--- src/sv/puri_pkg.sv ---
// Shared types and constants for the URI percent encoder.
package puri_pkg;

  localparam int CHAR_W = 8;

  // Encoding mode register codes; the unused code behaves as MODE_UNRES
  typedef enum logic [1:0] {
    MODE_UNRES = 2'd0,
    MODE_HOST  = 2'd1,
    MODE_PATH  = 2'd2
  } mode_t;

  localparam logic [CHAR_W-1:0] PCT_CHAR = 8'h25;  // '%'
  localparam logic [CHAR_W-1:0] NUL_CHAR = 8'h00;

  // Results planned for one input word
  typedef struct packed {
    logic [1:0]        cnt;       // number of results: 0, 1 or 3
    logic              has_char;
    logic              err;
    logic              eos;       // string ends with this word
    logic [CHAR_W-1:0] c0;
    logic [CHAR_W-1:0] c1;
    logic [CHAR_W-1:0] c2;
  } plan_t;

endpackage

--- src/sv/puri_class.sv ---
// Byte classifier: mode and error state, plans the results of one word.
module puri_class
  import puri_pkg::*;
(
  input  logic              clk,
  input  logic              rst_n,
  input  logic              cfg_we,
  input  logic [1:0]        cfg_wdata,
  input  logic [CHAR_W-1:0] in_char,
  input  logic              in_last,
  input  logic              accept,
  output plan_t             plan
);

  localparam logic [CHAR_W-1:0] HEX_DIGITS [16] = '{
    8'h30, 8'h31, 8'h32, 8'h33, 8'h34, 8'h35, 8'h36, 8'h37,
    8'h38, 8'h39, 8'h41, 8'h42, 8'h43, 8'h44, 8'h45, 8'h46
  };

  logic [1:0] mode_r;
  logic       error_seen_r;
  logic       error_seen_nxt;
  logic       unres;
  logic       subd;
  logic       keep;
  logic       is_nul;

  // Mode register and dropped-string flag
  always_ff @(posedge clk) begin
    if (!rst_n) begin
      mode_r       <= MODE_UNRES;
      error_seen_r <= 1'b0;
    end else begin
      if (cfg_we) begin
        mode_r <= cfg_wdata;
      end
      if (accept) begin
        error_seen_r <= error_seen_nxt;
      end
    end
  end

  // Character classes (ASCII only; high bytes match nothing)
  always_comb begin
    // alnum, '-', '.', '_', '~'
    unres = in_char inside {[8'h30:8'h39], [8'h41:8'h5A], [8'h61:8'h7A],
                            8'h2D, 8'h2E, 8'h5F, 8'h7E};
    // ! $ & ' ( ) * + , ; =
    subd  = in_char inside {8'h21, 8'h24, [8'h26:8'h2C], 8'h3B, 8'h3D};
    case (mode_r)
      MODE_HOST: begin
        // hex digits are already alnum; add ':' '[' ']'
        keep = unres || subd || (in_char inside {8'h3A, 8'h5B, 8'h5D});
      end
      MODE_PATH: begin
        // ':' '@' '/'
        keep = unres || subd || (in_char inside {8'h3A, 8'h40, 8'h2F});
      end
      default: begin
        keep = unres;
      end
    endcase
  end

  assign is_nul = (in_char == NUL_CHAR);

  // Result plan and next error state
  always_comb begin
    plan           = '0;
    error_seen_nxt = error_seen_r;
    if (error_seen_r) begin
      // dropping the rest of a bad string; close it on its last byte
      plan.err = 1'b1;
      plan.eos = 1'b1;
      plan.cnt = in_last ? 2'd1 : 2'd0;
      if (in_last) begin
        error_seen_nxt = 1'b0;
      end
    end else if (is_nul) begin
      plan.cnt = 2'd1;
      plan.err = 1'b1;
      plan.eos = in_last;
      error_seen_nxt = !in_last;
    end else if (keep) begin
      plan.cnt      = 2'd1;
      plan.has_char = 1'b1;
      plan.eos      = in_last;
      plan.c0       = in_char;
    end else begin
      plan.cnt      = 2'd3;
      plan.has_char = 1'b1;
      plan.eos      = in_last;
      plan.c0       = PCT_CHAR;
      plan.c1       = HEX_DIGITS[in_char[7:4]];
      plan.c2       = HEX_DIGITS[in_char[3:0]];
    end
  end

endmodule

--- src/sv/puri_emit.sv ---
// Result sequencer: holds one planned word and issues its results into an output register.
module puri_emit
  import puri_pkg::*;
(
  input  logic              clk,
  input  logic              rst_n,
  input  logic              in_valid,
  output logic              in_ready,
  input  plan_t             plan,
  output logic              out_valid,
  input  logic              out_ready,
  output logic [CHAR_W-1:0] out_char,
  output logic              out_has_char,
  output logic              out_last_run,
  output logic              out_eos,
  output logic              out_err
);

  logic              hold_v_r;
  logic              hold_v_nxt;
  plan_t             plan_r;
  logic [1:0]        step_r;
  logic [1:0]        step_nxt;
  logic              out_v_r;
  logic [CHAR_W-1:0] out_char_r;
  logic              out_has_r;
  logic              out_lrun_r;
  logic              out_eos_r;
  logic              out_err_r;
  logic              out_load;
  logic              last_step;
  logic              hold_done;
  logic              accept;
  logic [CHAR_W-1:0] cur_char;

  assign out_load  = !out_v_r || out_ready;
  assign last_step = (step_r == plan_r.cnt - 2'd1);
  assign hold_done = hold_v_r && out_load && last_step;
  assign in_ready  = !hold_v_r || hold_done;
  assign accept    = in_valid && in_ready;

  // Character for the current step
  always_comb begin
    case (step_r)
      2'd0:    cur_char = plan_r.c0;
      2'd1:    cur_char = plan_r.c1;
      default: cur_char = plan_r.c2;
    endcase
  end

  // Hold stage next state
  always_comb begin
    hold_v_nxt = hold_v_r;
    step_nxt   = step_r;
    if (hold_v_r && out_load) begin
      step_nxt = step_r + 2'd1;
    end
    if (hold_done) begin
      hold_v_nxt = 1'b0;
    end
    if (accept && plan.cnt != 2'd0) begin
      hold_v_nxt = 1'b1;
      step_nxt   = 2'd0;
    end
  end

  // Hold stage registers
  always_ff @(posedge clk) begin
    if (!rst_n) begin
      hold_v_r <= 1'b0;
      step_r   <= 2'd0;
    end else begin
      hold_v_r <= hold_v_nxt;
      step_r   <= step_nxt;
    end
  end

  always_ff @(posedge clk) begin
    if (accept) begin
      plan_r <= plan;
    end
  end

  // Output register
  always_ff @(posedge clk) begin
    if (!rst_n) begin
      out_v_r <= 1'b0;
    end else if (out_load) begin
      out_v_r <= hold_v_r;
    end
  end

  always_ff @(posedge clk) begin
    if (out_load && hold_v_r) begin
      out_char_r <= cur_char;
      out_has_r  <= plan_r.has_char;
      out_lrun_r <= last_step;
      out_eos_r  <= last_step && plan_r.eos;
      out_err_r  <= plan_r.err;
    end
  end

  assign out_valid    = out_v_r;
  assign out_char     = out_char_r;
  assign out_has_char = out_has_r;
  assign out_last_run = out_lrun_r;
  assign out_eos      = out_eos_r;
  assign out_err      = out_err_r;

endmodule

--- src/sv/percent_encoder_uri.sv ---
// Top level of the URI percent encoder.
//
// channel   dir  tdata                tuser                              tlast
// in_       in   [7:0] in_char        -                                  last_in_string
// out_      out  [7:0] out_char       [0] has_char [1] last_of_run [2] error  end_of_string
// cfg_      in   cfg_wdata[1:0] = encode_mode, written when cfg_we is high
//
// A kept byte gives one result, an encoded byte three (one result per cycle out of
// the output register unless stalled); a dropped byte gives none unless it ends the string.
// An input word passes the hold stage and the output register before its first result.
// Reset (rst_n low, synchronous) clears the mode to 0 and the error state.
// A stalled output holds its word; the hold stage accepts when empty or on its last result.
module percent_encoder_uri
  import puri_pkg::*;
(
  input  logic        clk,
  input  logic        rst_n,
  input  logic        cfg_we,
  input  logic [1:0]  cfg_wdata,   // encode_mode
  input  logic        in_tvalid,
  output logic        in_tready,
  input  logic [7:0]  in_tdata,    // [7:0] in_char
  input  logic        in_tlast,    // last_in_string
  output logic        out_tvalid,
  input  logic        out_tready,
  output logic [7:0]  out_tdata,   // [7:0] out_char
  output logic [2:0]  out_tuser,   // [0] has_char, [1] last_of_run, [2] error
  output logic        out_tlast    // end_of_string
);

  plan_t plan;
  logic  in_accept;

  assign in_accept = in_tvalid && in_tready;

  // Classification and result planning
  puri_class u_class (
    .clk       (clk),
    .rst_n     (rst_n),
    .cfg_we    (cfg_we),
    .cfg_wdata (cfg_wdata),
    .in_char   (in_tdata),
    .in_last   (in_tlast),
    .accept    (in_accept),
    .plan      (plan)
  );

  // Result sequencing
  puri_emit u_emit (
    .clk          (clk),
    .rst_n        (rst_n),
    .in_valid     (in_tvalid),
    .in_ready     (in_tready),
    .plan         (plan),
    .out_valid    (out_tvalid),
    .out_ready    (out_tready),
    .out_char     (out_tdata),
    .out_has_char (out_tuser[0]),
    .out_last_run (out_tuser[1]),
    .out_eos      (out_tlast),
    .out_err      (out_tuser[2])
  );

endmodule

--- config.mk ---
export PLATFORM = sky130hd
export DESIGN_NAME = percent_encoder_uri
export DESIGN_NICKNAME = d
export VERILOG_FILES = /design/src/sv/puri_pkg.sv /design/src/sv/puri_class.sv /design/src/sv/puri_emit.sv /design/src/sv/percent_encoder_uri.sv
export SDC_FILE = /design/constraint.sdc
export NUM_CORES = 1
export LEC_CHECK = 0
export ABC_AREA = 1
export BUFFER_PORTS_ARGS = -buffer_cell sky130_fd_sc_hd__buf_2
export CAP_MARGIN = 25
export CORE_MARGIN = 5
export CORE_UTILIZATION = 60
export CTS_BUF_LIST = sky130_fd_sc_hd__clkbuf_4
export DETAILED_ROUTE_END_ITERATION = 6
export PLACE_DENSITY_LB_ADDON = 0.12
export SYNTH_ARGS = -nofsm -noshare
export SYNTH_HDL_FRONTEND = slang
export SYNTH_SLANG_ARGS = --single-unit
--- constraint.sdc ---
create_clock -name clk -period 3 [get_ports clk]
set_input_delay 0.6 -clock clk [delete_from_list [all_inputs] [get_ports clk]]
set_output_delay 0.6 -clock clk [all_outputs]
set_load 0.01 [all_outputs]
==> metrics <==
Layout Cells excl Fill=between 300 and 400; die area=around 5400 sq um; final setup vio count=0; vias in the first global route=around 1,800; max cap viols=0; synthesized area=~2400 sq um; Unique masters post-synth=32; Starting DRT DRC Count=118; top post-synthesis cells by area=edfxtp_1 46%, nand2_1 12%, nor2_1 6.8%; die span in y=73.6 um; fin util=0.673; initial antenna violation count=0; yosys warns=0; Resize count post-CTS=0; DR WL/cell=13.4 um; clock slew at reported path FFs=approximately 0.13 ns; dpl ws=~0.55 ns; core box area=3970 sq um; drt drc=0; site row count=23; first-pass detailed-route iteration total=5; Yosys top cell by area=edfxtp_1; Static Leak=0.00123 uW; Top Ports=30; PortBufs=29; Layout Skew=about 0.010 ns; TritonCTS Sinks=44; Mapped Cells=roughly 280; Yosys reg bits=44; antenna-violating nets left=0; Max IR drop VDD=slightly above 0.2 mV; fraction of layout cells with a size suffix above 1=0.149; Remaining Overflow, GRT=0; Setup WS post-layout=~0.87 ns; minimum clock period=between 2 and 2.5 ns; Hold Path Class=reg2reg; worst path arrival time=2.23 ns; total number of vias=approximately 1,900; Layout area overhead=9.94%; post-synthesis sequential area ratio=0.515; Worst setup EP type=flop; first-pass GRT wire length=7960 um; number of buffers created by CTS=5; fin crit share=0.711; Setup Fix Bufs, Post-CTS=0; WP data required=about 3.1 ns; CP startpoint kind=input port; Final Wtd Congestion=0.926; CP delay by family, top=simple AND/OR/NAND/NOR gates; Final TNS setup=0 ns; syn_area_per_cell=between 8 and 9 sq um; Buffers & Inverters on Critical Path=3; slowest CP cell=inv_1; critical path peak fanout=7; RSZ-0062 raised after global routing=no; most frequent cells in the layout=76 x nand2_1, 44 x nor2_1, 38 x inv_1; hpwl dp=3710 um; Starting Density=0.612; Slew Viols, Final=0; CP Cell Sequence=buf_2 > inv_1 > ha_1 > inv_1 > nor2_2 > nand2_1 > nand2_1 > nand2_1 > nand2_1 > nand2_1 > nor2_4 > nand2_2 > nand2_2 > nor2_1; GRT Util Overall=0.194; worst setup path class=in2reg; vias per inst=a little over 5; Root Driver=clkbuf_4; power per cell area=around 510 nW/um^2; die span in x=73.6 um; status=finished clean; n_diodes=0; Final Hold Fails=0; H-tree lvl count=2; Worst path most repeated cell=nand2_1; largest net degree at the start of global routing=29; max incr delay on CP=between 0.2 and 0.25 ns; CTS Hold Buffers Added=0; commonest non-fill, non-tap cell in the layout=nand2_1; Skew-Pair Late Insertion Delay=around 0.34 ns; total routed wirelength=just under 5000 um; TritonCTS clock tree=done; post-synth top area share=0.457; Final nets=roughly 340; total power=~1300 uW; dpl cells=between 300 and 400; clk buf depth=2; synthesized net count=about 310; Max Fclk=0.469 GHz
## cell families after synthesis
kind of cell	count (synthesis)	synth area share
other	1	0.00154
and+or+nand+nor	143	0.246
buffers and inverters	48	0.0891
xor gates and xnor gates	2	0.00721
adders and majority gates	12	0.0618
AOI/OAI and AO/OA	33	0.0793
DFF	44	0.515
## power by group
group / internal (uW) / switching, uW
combinational: 82.6 / 164
clock: 170 / 178
sequential: 737 / 17.7
## final timing paths
kind                     start             endpoint  slack, ns  cells past startpoint
max reg2reg  u_emit.plan_r[28]     u_emit.step_r[0]       1.31                      9
max                in_tdata[0]    u_emit.plan_r[22]       0.87                     14
min reg2reg  u_emit.plan_r[26]  u_emit.out_has_char       0.44                      0
min          u_emit.plan_r[26]  u_emit.out_has_char       0.44                      0
## registers in the layout, summed over array words and instances (netlist names)
| name | count |
|---|---|
| u_emit.hold_v_r | 1 |
| u_emit.out_has_char | 1 |
| u_emit.out_eos | 1 |
| u_emit.out_char | 8 |
| u_class.error_seen_r | 1 |
| u_emit.out_last_run | 1 |
| u_emit.plan_r | 25 |
| u_emit.out_valid | 1 |
| u_emit.step_r | 2 |
| u_emit.out_err | 1 |
| u_class.mode_r | 2 |
## metal layers
layer,global-route usage,up-vias,routed length (um)
met5,0,-,0
met1,0.236,847,2040
li1,-,966,-
met2,0.344,65,2470
met3,0.0205,10,248
met4,0.0905,0,121
## cell type report
| class | count | area (sq um) |
|---|---|---|
| Fill cell | 337 | 1300 |
| Sequential cell | 44 | 1250 |
| Multi-Input combinational cell | 191 | 962 |
| Timing Repair Buffer | 31 | 160 |
| Inverter | 41 | 160 |
| Tap cell | 50 | 62.6 |
| Clock buffer | 5 | 37.5 |
| Clock inverter | 3 | 37.5 |
## stage by stage
step,cell area [sq um],hold WS (ns)
global route,2670,0.440
global placement,2600,0.403
finish,2670,0.445
CTS,2670,0.439
detailed placement,2600,0.406
floorplan,2430,0.400
## cells in the mapped netlist
cell	number
o21ai_1	2
o22ai_1	1
a21boi_2	1
nand2_1	76
nand3_1	14
edfxtp_1	37
a21boi_0	1
a21oi_1	10
inv_2	1
clkbuf_1	1
xnor2_1	1
nor2_2	1
o211ai_1	1
inv_6	1
nand3_2	1
nand3_4	1
nand3b_1	1
o21ai_0	11
buf_4	4
nor2_4	1
nor2_1	44
clkinv_2	1
ha_1	12
xor2_1	1
nand2_2	2
a22oi_1	6
nand4_1	1
dfxtp_1	7
and2_1	1
conb_1	1
buf_6	2
inv_1	38
## worst reg2reg max path, stage by stage (launching register included)
cell,delay (ns)
edfxtp_1,0.40
xnor2_1,0.18
nand2_1,0.06
o21ai_1,0.12
nand2_1,0.11
a21boi_2,0.13
buf_4,0.32
nand2_1,0.12
nand2_1,0.10
nor2_1,0.04
Power figures use the tool's default switching activity.
